## config.mk

```make
export PLATFORM = sky130hd
export DESIGN_NAME = packbits_row_decoder_flat
export DESIGN_NICKNAME = d
export VERILOG_FILES = /design/src/rtl/prdc_pkg.sv /design/src/rtl/prdc_req_if.sv /design/src/rtl/prdc_rsp_if.sv /design/src/rtl/prdc_front.sv /design/src/rtl/prdc_queue.sv /design/src/rtl/prdc_back.sv /design/src/rtl/packbits_row_decoder.sv /design/src/flat_wrapper.sv
export SDC_FILE = /design/constraint.sdc
export NUM_CORES = 1
export LEC_CHECK = 0
export ABC_AREA = 1
export CAP_MARGIN = 15
export CORE_UTILIZATION = 55
export DETAILED_ROUTE_END_ITERATION = 7
export DONT_BUFFER_PORTS = 1
export GPL_TIMING_DRIVEN = 0
export PLACE_DENSITY = 0.8
export SLEW_MARGIN = 20
export SYNTH_ARGS = -nofsm -noshare
export SYNTH_HDL_FRONTEND = slang
export SYNTH_SLANG_ARGS = --single-unit
```

## constraint.sdc

```tcl
create_clock -name clock -period 7.5 [get_ports clock]
set_input_delay 1.5 -clock clock [delete_from_list [all_inputs] [get_ports clock]]
set_output_delay 1.5 -clock clock [all_outputs]
set_load 0.02 [all_outputs]
```

## src/rtl/prdc_pkg.sv

```systemverilog
// Types and constants shared by the PackBits row decoder.
`timescale 1ns / 1ps
`default_nettype none
package prdc_pkg;

   localparam int unsigned QDEPTH = 4;
   localparam int unsigned QPTR_W = $clog2(QDEPTH);
   localparam int unsigned QCNT_W = $clog2(QDEPTH + 1);

   localparam int unsigned ROW_W = 15;
   localparam int unsigned REP_W = 17;
   localparam int unsigned LO_W  = 16;

   localparam logic [7:0] HDR_NOP = 8'h80;

   // configuration register indexes
   typedef enum logic {
      REG_ROW_LENGTH = 1'b0,
      REG_NONE       = 1'b1
   } prdc_reg_type;

   typedef enum logic [1:0] {
      PH_HEADER = 2'd0,
      PH_REPEAT = 2'd1,
      PH_COPY   = 2'd2,
      PH_DRAIN  = 2'd3
   } prdc_phase_type;

   typedef enum logic [2:0] {
      ST_OK         = 3'd0,
      ST_END_REPEAT = 3'd1,
      ST_OVERRUN    = 3'd2,
      ST_END_COPY   = 3'd3,
      ST_COPY_FULL  = 3'd4
   } prdc_status_type;

   // one queue entry: an optional run and an optional closing item
   typedef struct packed {
      logic                has_run;
      logic [7:0]          run_byte;
      logic [ROW_W-1:0]    run_count;
      logic                has_final;
      logic [ROW_W-1:0]    final_count;
      prdc_status_type     status;
      logic [REP_W-1:0]    report;
   } prdc_entry_type;

endpackage
`default_nettype wire

```

## src/rtl/prdc_req_if.sv

```systemverilog
// Request channel: packed bytes with the row end flag.
`timescale 1ns / 1ps
`default_nettype none
interface prdc_req_if;
   logic       valid;
   logic       ready;
   logic [7:0] packed_byte;
   logic       row_end;

   modport source (output valid, output packed_byte, output row_end, input ready);
   modport sink   (input valid, input packed_byte, input row_end, output ready);
endinterface
`default_nettype wire

```

## src/rtl/prdc_rsp_if.sv

```systemverilog
// Result channel: output runs and the closing item of each row.
`timescale 1ns / 1ps
`default_nettype none
interface prdc_rsp_if;
   logic               valid;
   logic               ready;
   logic [7:0]         out_byte;
   logic [14:0]        run_count;
   logic               is_final;
   logic [2:0]         status;
   logic signed [16:0] report;

   modport source (output valid, output out_byte, output run_count, output is_final,
                   output status, output report, input ready);
   modport sink   (input valid, input out_byte, input run_count, input is_final,
                   input status, input report, output ready);
endinterface
`default_nettype wire

```

## src/rtl/prdc_front.sv

```systemverilog
// Front end: takes packed bytes, tracks the row decode state, builds queue entries.
`timescale 1ns / 1ps
`default_nettype none
module prdc_front (
   input  wire logic                       clock,
   input  wire logic                       reset,
   prdc_req_if.sink                        req,
   input  wire logic [prdc_pkg::ROW_W-1:0] row_len,
   input  wire logic                       q_full,
   output      logic                       push,
   output      prdc_pkg::prdc_entry_type   push_data
);

   logic                        row_open_ff, row_open_in;
   prdc_pkg::prdc_phase_type    phase_ff, phase_in;
   logic [7:0]                  pend_ff, pend_in;
   logic [prdc_pkg::ROW_W-1:0]  left_ff, left_in;
   logic [prdc_pkg::LO_W-1:0]   lo_ff, lo_in;
   prdc_pkg::prdc_status_type   err_ff, err_in;

   prdc_pkg::prdc_phase_type    cur_phase;
   logic [7:0]                  cur_pend;
   logic [prdc_pkg::ROW_W-1:0]  cur_left;
   logic [prdc_pkg::LO_W-1:0]   cur_lo;
   prdc_pkg::prdc_status_type   cur_err;

   logic                        has_run;
   logic [prdc_pkg::ROW_W-1:0]  run_cnt;
   logic                        accept;
   logic [7:0]                  b;
   logic                        last;

   assign b         = req.packed_byte;
   assign last      = req.row_end;
   assign req.ready = !q_full;
   assign accept    = req.valid && !q_full;

   // first byte of a row picks up the row length and clears the row state
   always_comb begin
      if (row_open_ff) begin
         cur_phase = phase_ff;
         cur_pend  = pend_ff;
         cur_left  = left_ff;
         cur_lo    = lo_ff;
         cur_err   = err_ff;
      end else begin
         cur_phase = (row_len != '0) ? prdc_pkg::PH_HEADER : prdc_pkg::PH_DRAIN;
         cur_pend  = '0;
         cur_left  = row_len;
         cur_lo    = '0;
         cur_err   = prdc_pkg::ST_OK;
      end
   end

   // next state
   always_comb begin
      logic [prdc_pkg::ROW_W-1:0] left_dec;
      logic [7:0]                 pend_dec;
      left_dec    = (cur_left != '0) ? cur_left - 1'b1 : cur_left;
      pend_dec    = (cur_pend != '0) ? cur_pend - 1'b1 : cur_pend;
      phase_in    = cur_phase;
      pend_in     = cur_pend;
      left_in     = cur_left;
      lo_in       = cur_lo;
      err_in      = cur_err;
      has_run     = 1'b0;
      run_cnt     = '0;
      row_open_in = !last;
      case (cur_phase)
         prdc_pkg::PH_HEADER: begin
            if (b == prdc_pkg::HDR_NOP) begin
               phase_in = prdc_pkg::PH_HEADER;
            end else if (!b[7]) begin
               pend_in  = b + 8'd1;
               phase_in = prdc_pkg::PH_COPY;
               if (last) err_in = prdc_pkg::ST_END_COPY;
            end else begin
               pend_in  = 8'(9'd257 - {1'b0, b});
               phase_in = prdc_pkg::PH_REPEAT;
               if (last) err_in = prdc_pkg::ST_END_REPEAT;
            end
         end
         prdc_pkg::PH_REPEAT: begin
            has_run = 1'b1;
            if ({7'd0, cur_pend} > cur_left) begin
               err_in  = prdc_pkg::ST_OVERRUN;
               run_cnt = cur_left;
            end else begin
               run_cnt = {7'd0, cur_pend};
            end
            left_in  = cur_left - run_cnt;
            pend_in  = '0;
            phase_in = (left_in != '0) ? prdc_pkg::PH_HEADER : prdc_pkg::PH_DRAIN;
         end
         prdc_pkg::PH_COPY: begin
            has_run = 1'b1;
            run_cnt = prdc_pkg::ROW_W'(1);
            left_in = left_dec;
            pend_in = pend_dec;
            if (pend_dec == '0) begin
               phase_in = (left_dec != '0) ? prdc_pkg::PH_HEADER : prdc_pkg::PH_DRAIN;
            end else if (left_dec == '0) begin
               err_in   = last ? prdc_pkg::ST_END_COPY : prdc_pkg::ST_COPY_FULL;
               pend_in  = '0;
               phase_in = prdc_pkg::PH_DRAIN;
            end else if (last) begin
               err_in = prdc_pkg::ST_END_COPY;
            end
         end
         default: begin
            // output full: count what is left over, saturating
            if (cur_lo != '1) lo_in = cur_lo + 1'b1;
         end
      endcase
      if (last) begin
         phase_in = prdc_pkg::PH_HEADER;
         pend_in  = '0;
      end
   end

   // queue entry
   always_comb begin
      logic [prdc_pkg::REP_W-1:0] rep;
      rep = '0;
      if (left_in != '0) rep = prdc_pkg::REP_W'(0) - {2'b00, left_in};
      // a lone trailing byte with a clean row is tolerated
      if (lo_in != '0 && (err_in != prdc_pkg::ST_OK || lo_in != prdc_pkg::LO_W'(1))) begin
         rep = {1'b0, lo_in};
      end
      push_data.has_run     = has_run;
      push_data.run_byte    = b;
      push_data.run_count   = run_cnt;
      push_data.has_final   = last;
      push_data.final_count = left_in;
      push_data.status      = err_in;
      push_data.report      = rep;
      push                  = accept && (has_run || last);
   end

   always_ff @(posedge clock) begin
      if (reset) begin
         row_open_ff <= 1'b0;
         phase_ff    <= prdc_pkg::PH_HEADER;
         pend_ff     <= '0;
         left_ff     <= '0;
         lo_ff       <= '0;
         err_ff      <= prdc_pkg::ST_OK;
      end else if (accept) begin
         row_open_ff <= row_open_in;
         phase_ff    <= phase_in;
         pend_ff     <= pend_in;
         left_ff     <= left_in;
         lo_ff       <= lo_in;
         err_ff      <= err_in;
      end
   end

endmodule
`default_nettype wire

```

## src/rtl/prdc_queue.sv

```systemverilog
// Short queue of decoded entries between front and back.
`timescale 1ns / 1ps
`default_nettype none
module prdc_queue (
   input  wire logic                     clock,
   input  wire logic                     reset,
   input  wire logic                     push,
   input  wire prdc_pkg::prdc_entry_type push_data,
   input  wire logic                     pop,
   output      logic                     full,
   output      logic                     empty,
   output      prdc_pkg::prdc_entry_type head
);

   prdc_pkg::prdc_entry_type          mem_ff [prdc_pkg::QDEPTH];
   logic [prdc_pkg::QPTR_W-1:0]       wr_ptr_ff, wr_ptr_in;
   logic [prdc_pkg::QPTR_W-1:0]       rd_ptr_ff, rd_ptr_in;
   logic [prdc_pkg::QCNT_W-1:0]       cnt_ff, cnt_in;

   assign full  = (cnt_ff == prdc_pkg::QCNT_W'(prdc_pkg::QDEPTH));
   assign empty = (cnt_ff == '0);
   assign head  = mem_ff[rd_ptr_ff];

   always_comb begin
      wr_ptr_in = push ? wr_ptr_ff + 1'b1 : wr_ptr_ff;
      rd_ptr_in = pop ? rd_ptr_ff + 1'b1 : rd_ptr_ff;
      cnt_in    = cnt_ff;
      if (push && !pop) cnt_in = cnt_ff + 1'b1;
      if (pop && !push) cnt_in = cnt_ff - 1'b1;
   end

   always_ff @(posedge clock) begin
      if (reset) begin
         wr_ptr_ff <= '0;
         rd_ptr_ff <= '0;
         cnt_ff    <= '0;
      end else begin
         wr_ptr_ff <= wr_ptr_in;
         rd_ptr_ff <= rd_ptr_in;
         cnt_ff    <= cnt_in;
      end
   end

   always_ff @(posedge clock) begin
      if (push) mem_ff[wr_ptr_ff] <= push_data;
   end

endmodule
`default_nettype wire

```

## src/rtl/prdc_back.sv

```systemverilog
// Back end: splits queue entries into result items and holds the output register.
`timescale 1ns / 1ps
`default_nettype none
module prdc_back (
   input  wire logic                     clock,
   input  wire logic                     reset,
   input  wire logic                     empty,
   input  wire prdc_pkg::prdc_entry_type head,
   output      logic                     pop,
   prdc_rsp_if.source                    rsp
);

   logic                          valid_ff, valid_in;
   logic                          half_ff, half_in;
   logic [7:0]                    byte_ff, byte_in;
   logic [prdc_pkg::ROW_W-1:0]    count_ff, count_in;
   logic                          fin_ff, fin_in;
   prdc_pkg::prdc_status_type     status_ff, status_in;
   logic [prdc_pkg::REP_W-1:0]    report_ff, report_in;

   logic load;
   logic emit_run;

   assign load     = !empty && (!valid_ff || rsp.ready);
   // half_ff: the run of the head entry went out, its closing item has not
   assign emit_run = head.has_run && !half_ff;
   assign pop      = load && (!emit_run || !head.has_final);

   always_comb begin
      valid_in  = load ? 1'b1 : (valid_ff && !rsp.ready);
      half_in   = load ? (emit_run && head.has_final) : half_ff;
      byte_in   = emit_run ? head.run_byte : 8'd0;
      count_in  = emit_run ? head.run_count : head.final_count;
      fin_in    = !emit_run;
      status_in = emit_run ? prdc_pkg::ST_OK : head.status;
      report_in = emit_run ? '0 : head.report;
   end

   always_ff @(posedge clock) begin
      if (reset) begin
         valid_ff <= 1'b0;
         half_ff  <= 1'b0;
      end else begin
         valid_ff <= valid_in;
         half_ff  <= half_in;
      end
   end

   always_ff @(posedge clock) begin
      if (load) begin
         byte_ff   <= byte_in;
         count_ff  <= count_in;
         fin_ff    <= fin_in;
         status_ff <= status_in;
         report_ff <= report_in;
      end
   end

   assign rsp.valid     = valid_ff;
   assign rsp.out_byte  = byte_ff;
   assign rsp.run_count = count_ff;
   assign rsp.is_final  = fin_ff;
   assign rsp.status    = status_ff;
   assign rsp.report    = $signed(report_ff);

endmodule
`default_nettype wire

```

## src/rtl/packbits_row_decoder.sv

```systemverilog
// Top level of the PackBits row decoder: register port, front, queue and back.
//
//  channel   dir  handshake          payload
//  req_bus   in   valid/ready        packed_byte, row_end
//  rsp_bus   out  valid/ready        out_byte, run_count, is_final, status, report
//  csr_*     in   APB, pready high   row_length at byte address 0
//
// One request a cycle unless the queue is full; each updates small counters in the front.
// A request gives zero, one or two result items; the back sends one item a cycle while
// rsp_bus is ready, so a run on the row's last byte gives a run item and a closing item.
// A 4-entry queue between front and back; the front stalls only when it is full.
// Synchronous reset clears control state; no clearing pass.
`timescale 1ns / 1ps
`default_nettype none
module packbits_row_decoder #(
   parameter int unsigned MAX_ROW = 30000
) (
   input  wire logic        clock,
   input  wire logic        reset,
   prdc_req_if.sink         req_bus,
   prdc_rsp_if.source       rsp_bus,
   input  wire logic        csr_psel,
   input  wire logic        csr_penable,
   input  wire logic        csr_pwrite,
   input  wire logic [2:0]  csr_paddr,
   input  wire logic [31:0] csr_pwdata,
   output      logic [31:0] csr_prdata,
   output      logic        csr_pready
);

   logic [prdc_pkg::ROW_W-1:0] row_len_ff, row_len_in;
   logic                       csr_wr;
   prdc_pkg::prdc_reg_type     csr_reg;
   logic [prdc_pkg::ROW_W-1:0] wr_val;

   logic                       push;
   logic                       pop;
   logic                       q_full;
   logic                       q_empty;
   prdc_pkg::prdc_entry_type   push_data;
   prdc_pkg::prdc_entry_type   head;

   assign csr_pready = 1'b1;
   assign csr_reg    = prdc_pkg::prdc_reg_type'(csr_paddr[2]);
   assign csr_wr     = csr_psel && csr_penable && csr_pwrite;
   assign wr_val     = csr_pwdata[prdc_pkg::ROW_W-1:0];

   always_comb begin
      row_len_in = row_len_ff;
      if (csr_wr && csr_reg == prdc_pkg::REG_ROW_LENGTH) begin
         if ({2'b00, wr_val} > 17'(MAX_ROW)) begin
            row_len_in = prdc_pkg::ROW_W'(MAX_ROW);
         end else begin
            row_len_in = wr_val;
         end
      end
   end

   always_comb begin
      case (csr_reg)
         prdc_pkg::REG_ROW_LENGTH: csr_prdata = {17'd0, row_len_ff};
         default:                  csr_prdata = '0;
      endcase
   end

   always_ff @(posedge clock) begin
      if (reset) begin
         row_len_ff <= prdc_pkg::ROW_W'(1);
      end else begin
         row_len_ff <= row_len_in;
      end
   end

   prdc_front u_front (
      .clock     (clock),
      .reset     (reset),
      .req       (req_bus),
      .row_len   (row_len_ff),
      .q_full    (q_full),
      .push      (push),
      .push_data (push_data)
   );

   prdc_queue u_queue (
      .clock     (clock),
      .reset     (reset),
      .push      (push),
      .push_data (push_data),
      .pop       (pop),
      .full      (q_full),
      .empty     (q_empty),
      .head      (head)
   );

   prdc_back u_back (
      .clock (clock),
      .reset (reset),
      .empty (q_empty),
      .head  (head),
      .pop   (pop),
      .rsp   (rsp_bus)
   );

endmodule
`default_nettype wire
```

## src/flat_wrapper.sv

```systemverilog
// flat-port wrapper written by rule: the top's interface ports become plain ports
module packbits_row_decoder_flat 
#(
   parameter int unsigned MAX_ROW = 30000
)
  (clock, reset, csr_psel, csr_penable, csr_pwrite, csr_paddr, csr_pwdata, csr_prdata, csr_pready, req_bus_valid, req_bus_packed_byte, req_bus_row_end, req_bus_ready, rsp_bus_valid, rsp_bus_out_byte, rsp_bus_run_count, rsp_bus_is_final, rsp_bus_status, rsp_bus_report, rsp_bus_ready);
  prdc_req_if req_bus_i ();
  prdc_rsp_if rsp_bus_i ();
  input  wire logic clock;
  input  wire logic reset;
  input  wire logic csr_psel;
  input  wire logic csr_penable;
  input  wire logic csr_pwrite;
  input  wire logic [2:0] csr_paddr;
  input  wire logic [31:0] csr_pwdata;
  output      logic [31:0] csr_prdata;
  output      logic csr_pready;
  input wire logic [$bits(req_bus_i.valid)-1:0] req_bus_valid;
  input wire logic [$bits(req_bus_i.packed_byte)-1:0] req_bus_packed_byte;
  input wire logic [$bits(req_bus_i.row_end)-1:0] req_bus_row_end;
  output wire logic [$bits(req_bus_i.ready)-1:0] req_bus_ready;
  output wire logic [$bits(rsp_bus_i.valid)-1:0] rsp_bus_valid;
  output wire logic [$bits(rsp_bus_i.out_byte)-1:0] rsp_bus_out_byte;
  output wire logic [$bits(rsp_bus_i.run_count)-1:0] rsp_bus_run_count;
  output wire logic [$bits(rsp_bus_i.is_final)-1:0] rsp_bus_is_final;
  output wire logic [$bits(rsp_bus_i.status)-1:0] rsp_bus_status;
  output wire logic [$bits(rsp_bus_i.report)-1:0] rsp_bus_report;
  input wire logic [$bits(rsp_bus_i.ready)-1:0] rsp_bus_ready;
  assign req_bus_i.valid = req_bus_valid;
  assign req_bus_i.packed_byte = req_bus_packed_byte;
  assign req_bus_i.row_end = req_bus_row_end;
  assign req_bus_ready = req_bus_i.ready;
  assign rsp_bus_valid = rsp_bus_i.valid;
  assign rsp_bus_out_byte = rsp_bus_i.out_byte;
  assign rsp_bus_run_count = rsp_bus_i.run_count;
  assign rsp_bus_is_final = rsp_bus_i.is_final;
  assign rsp_bus_status = rsp_bus_i.status;
  assign rsp_bus_report = rsp_bus_i.report;
  assign rsp_bus_i.ready = rsp_bus_ready;
  packbits_row_decoder #(.MAX_ROW(MAX_ROW)) u_core (.clock(clock), .reset(reset), .req_bus(req_bus_i), .rsp_bus(rsp_bus_i), .csr_psel(csr_psel), .csr_penable(csr_penable), .csr_pwrite(csr_pwrite), .csr_paddr(csr_paddr), .csr_pwdata(csr_pwdata), .csr_prdata(csr_prdata), .csr_pready(csr_pready));
endmodule
```

==> flow_summary.yaml <==
status:
  status: "finished clean"
timing:
  tightest_slew_ps: 1290
  tns_ps: 0
  min_period_ps: 6590
  fin_skew_ps: 16.5
  final-hold-violation-count: 0
  finalMaxSlewViolations: 0
  slew_headroom_pct: 13.6
  period_share_pct: 87.9
  fmax_ghz: 0.152
  rsz0062_at_grt: "false"
  finalSetupViolations: 0
  fin_hold_ws_ps: 466
drt:
  dr.first_iter.drc_count: 1684
  vias_per_cell: 5.82
  vias: 14900
  drt_wl_total_microns: 50000
  wl_per_cell_microns: 19.5
  postRouteAntennaNets: 0
  first_pass_iters: 6
  drc: 0
place:
  port_buffers: 0
  place_area_sq_mm: 0.0189
  hpwlAfterDp_microns: 35000
  place.gp.congestion: 0.921
  dpl.cell_count: 2499
logic_synthesis:
  synth_cells: 2008
  ys_warn_count: 0
  syn_area_sq_mm: 0.0179
  yosysSeqAreaShare_pct: 55.6
  synth_ff_type: "edfxtp_1"
  synth_edf_count: 284
  synthArstFlopShare_pct: 0
  ys_types: 54
  avgSynthCellArea_sq_um: 8.92
  ys_seq_elements: 355
global_route:
  grt_max_degree: 29
  grt.total_usage_pct: 30.3
  grt_pass1_vias: 14300
  antenna_found_initial: 1
  grt_overflow: 0
  grt_pass1_wl_microns: 77700
power:
  pwr_density_cell_mw_per_mm2: 367
  finalPower_mw: 7.39
  leakagePower_nw: 8.43
  ir_drop_mv: 0.277
finish:
  final_cell_count_no_fill: 2564
  nets: 2188
  most-common-layout-cells: "348 x nand2_1, 307 x nor2_1, 284 x edfxtp_1"
  design_area_sq_mm: 0.0202
  final_common_cell: "nand2_1"
  area_growth_pct: 12.5
  layout-drive-gt1-share_pct: 6.81
  diodes: 0
clocking:
  cts_tree: "done"
  ctsHoldBuffers: 0
  clk_pin_slew_worst_paths_ps: 60
  clock_sinks: 355
  cts_buffers: 38
  post_cts_resized: 0
  clk_path_buf_depth: 3
  insertion_delay_ps: 530
  cts_setup_buffers: 0
  htreeDepth: 2
  root_buffer: "clkbuf_16"
worst_setup_path:
  critPathCaptureType: "flop"
  slowest_stage: "o21ai_1"
  path_max_fanout: 10
  cp_common_cell: "nand2_1"
  cp-start-kind: "flop"
  slowest_delay_ps: 980
  path_class: "reg2reg"
  r2r_setup_slack_ps: 910
  cp_data_arrival_time_ps: 6820
  critPathRequiredTime_ps: 7730
run:
  max-cap-violations: 0
floorplanning:
  io_pins: 130
  core_area_sq_mm: 0.0318
  rows: 65
  start_util_pct: 56.3
  die_w_microns: 182
  die_y_microns: 182
  die-area_sq_mm: 0.0333
min_path:
  hold_class: "reg2reg"
-- metrics by stage --
step	utilization, %	setup WS (ps)
4_1_cts	63.4	1190
3_5_place_dp	59.6	1210
6_report	63.4	909
3_3_place_gp	58.6	-578
5_1_grt	63.4	557
2_1_floorplan	-	2310
-- cells by family (layout without fill, tap and decap cells) --
logic type / after synthesis / after routing / share of synthesized area, %
AO/OA/AOI/OAI: 392 / 392 / 12.1
XOR/XNOR: 37 / 37 / 1.85
adder cells (fa/ha/maj): 33 / 33 / 2.39
buffers and inverters: 331 / 408 / 7.68
flip-flops: 355 / 355 / 55.6
other: 2 / 46 / 0.0419
AND/OR/NAND/NOR: 858 / 858 / 20.4
-- area by class of cell --
cell class,instances,area [sq um]
tap,435,544
inverter,224,841
timing repair buffer,12,285
buffer,107,536
sequential,355,9950
clock inverter,15,190
fill,2527,11600
multi-input combinational,1366,6790
clock buffer,50,1020
-- registers in the layout (all words and copies together), names as in the netlist, 3 cells and up, named ones only --
register                     cells
u_core.row_len_ff               15
u_core.u_back.rsp.out_byte       8
u_core.u_queue.mem_ff          240
u_core.u_back.rsp.report        17
u_core.u_queue.cnt_ff            3
u_core.u_back.rsp.run_count     15
u_core.u_back.rsp.status         3
u_core.u_front.left_ff          15
u_core.u_front.lo_ff            16
u_core.u_front.err_ff            3
u_core.u_front.pend_ff           8
-- final timing paths --
| path | from | end | cells after the start |
|---|---|---|---|
| worst min-delay path | u_core.row_len_ff[1]$_SDFFE_PP0P_ | u_core.row_len_ff[1]$_SDFFE_PP0P_ | 2 |
| worst max-delay path | u_core.u_front.row_open_ff$_SDFFE_PP0P_ | u_core.u_queue.mem_ff[0][7]$_DFFE_PP_ | 28 |
| worst min register to register | u_core.row_len_ff[1]$_SDFFE_PP0P_ | u_core.row_len_ff[1]$_SDFFE_PP0P_ | 2 |
| worst max register to register | u_core.u_front.row_open_ff$_SDFFE_PP0P_ | u_core.u_queue.mem_ff[0][7]$_DFFE_PP_ | 28 |
-- per-layer routing --
metal | vias to the layer above | wire, microns | GRT usage [%]
li1 | 6918 | - | -
met1 | 7000 | 19800 | 40.2
met2 | 854 | 23500 | 50.0
met3 | 152 | 4740 | 4.65
met4 | 2 | 1870 | 12.6
met5 | - | 13 | 0
-- where the power goes --
part           leakage, nW  internal (mW)  switching (mW)  total [mW]
clock network        0.584           1.09           0.750        1.85
logic                 4.62          0.695            1.87        2.56
registers             3.23           2.70           0.276        2.98
total                 8.43           4.49            2.90        7.39
-- critical path, delay by kind of cell, from the launching register on --
family	cells	cell delay, ps
flip-flops	1	360
XOR/XNOR	1	220
AO/OA/AOI/OAI	5	2190
buffers and inverters	4	740
AND/OR/NAND/NOR	17	2360
adder cells (fa/ha/maj)	1	410
-- synthesized netlist by cell type (6+ instances only) --
cell / instances / area [sq um]
ha_1: 31 / 388
or2_2: 6 / 37.5
o211ai_1: 25 / 188
o21ai_1: 7 / 35.0
o21ai_0: 193 / 966
clkbuf_1: 73 / 274
xor2_1: 30 / 263
xnor2_1: 6 / 52.6
edfxtp_1: 284 / 8530
nand3_1: 106 / 531
nand2_1: 348 / 1310
dfxtp_1: 71 / 1420
a21oi_1: 89 / 445
nor2_1: 312 / 1170
nand3b_1: 7 / 52.6
a31oi_1: 20 / 125
nand3_2: 7 / 70.1
nand4_1: 27 / 169
buf_4: 19 / 143
inv_1: 220 / 826
nor3_1: 8 / 40.0
nor2_2: 7 / 43.8
buf_6: 8 / 90.1
o22ai_1: 40 / 250
nand2_2: 14 / 87.6
No activity file was read; power rests on OpenSTA's default activity.
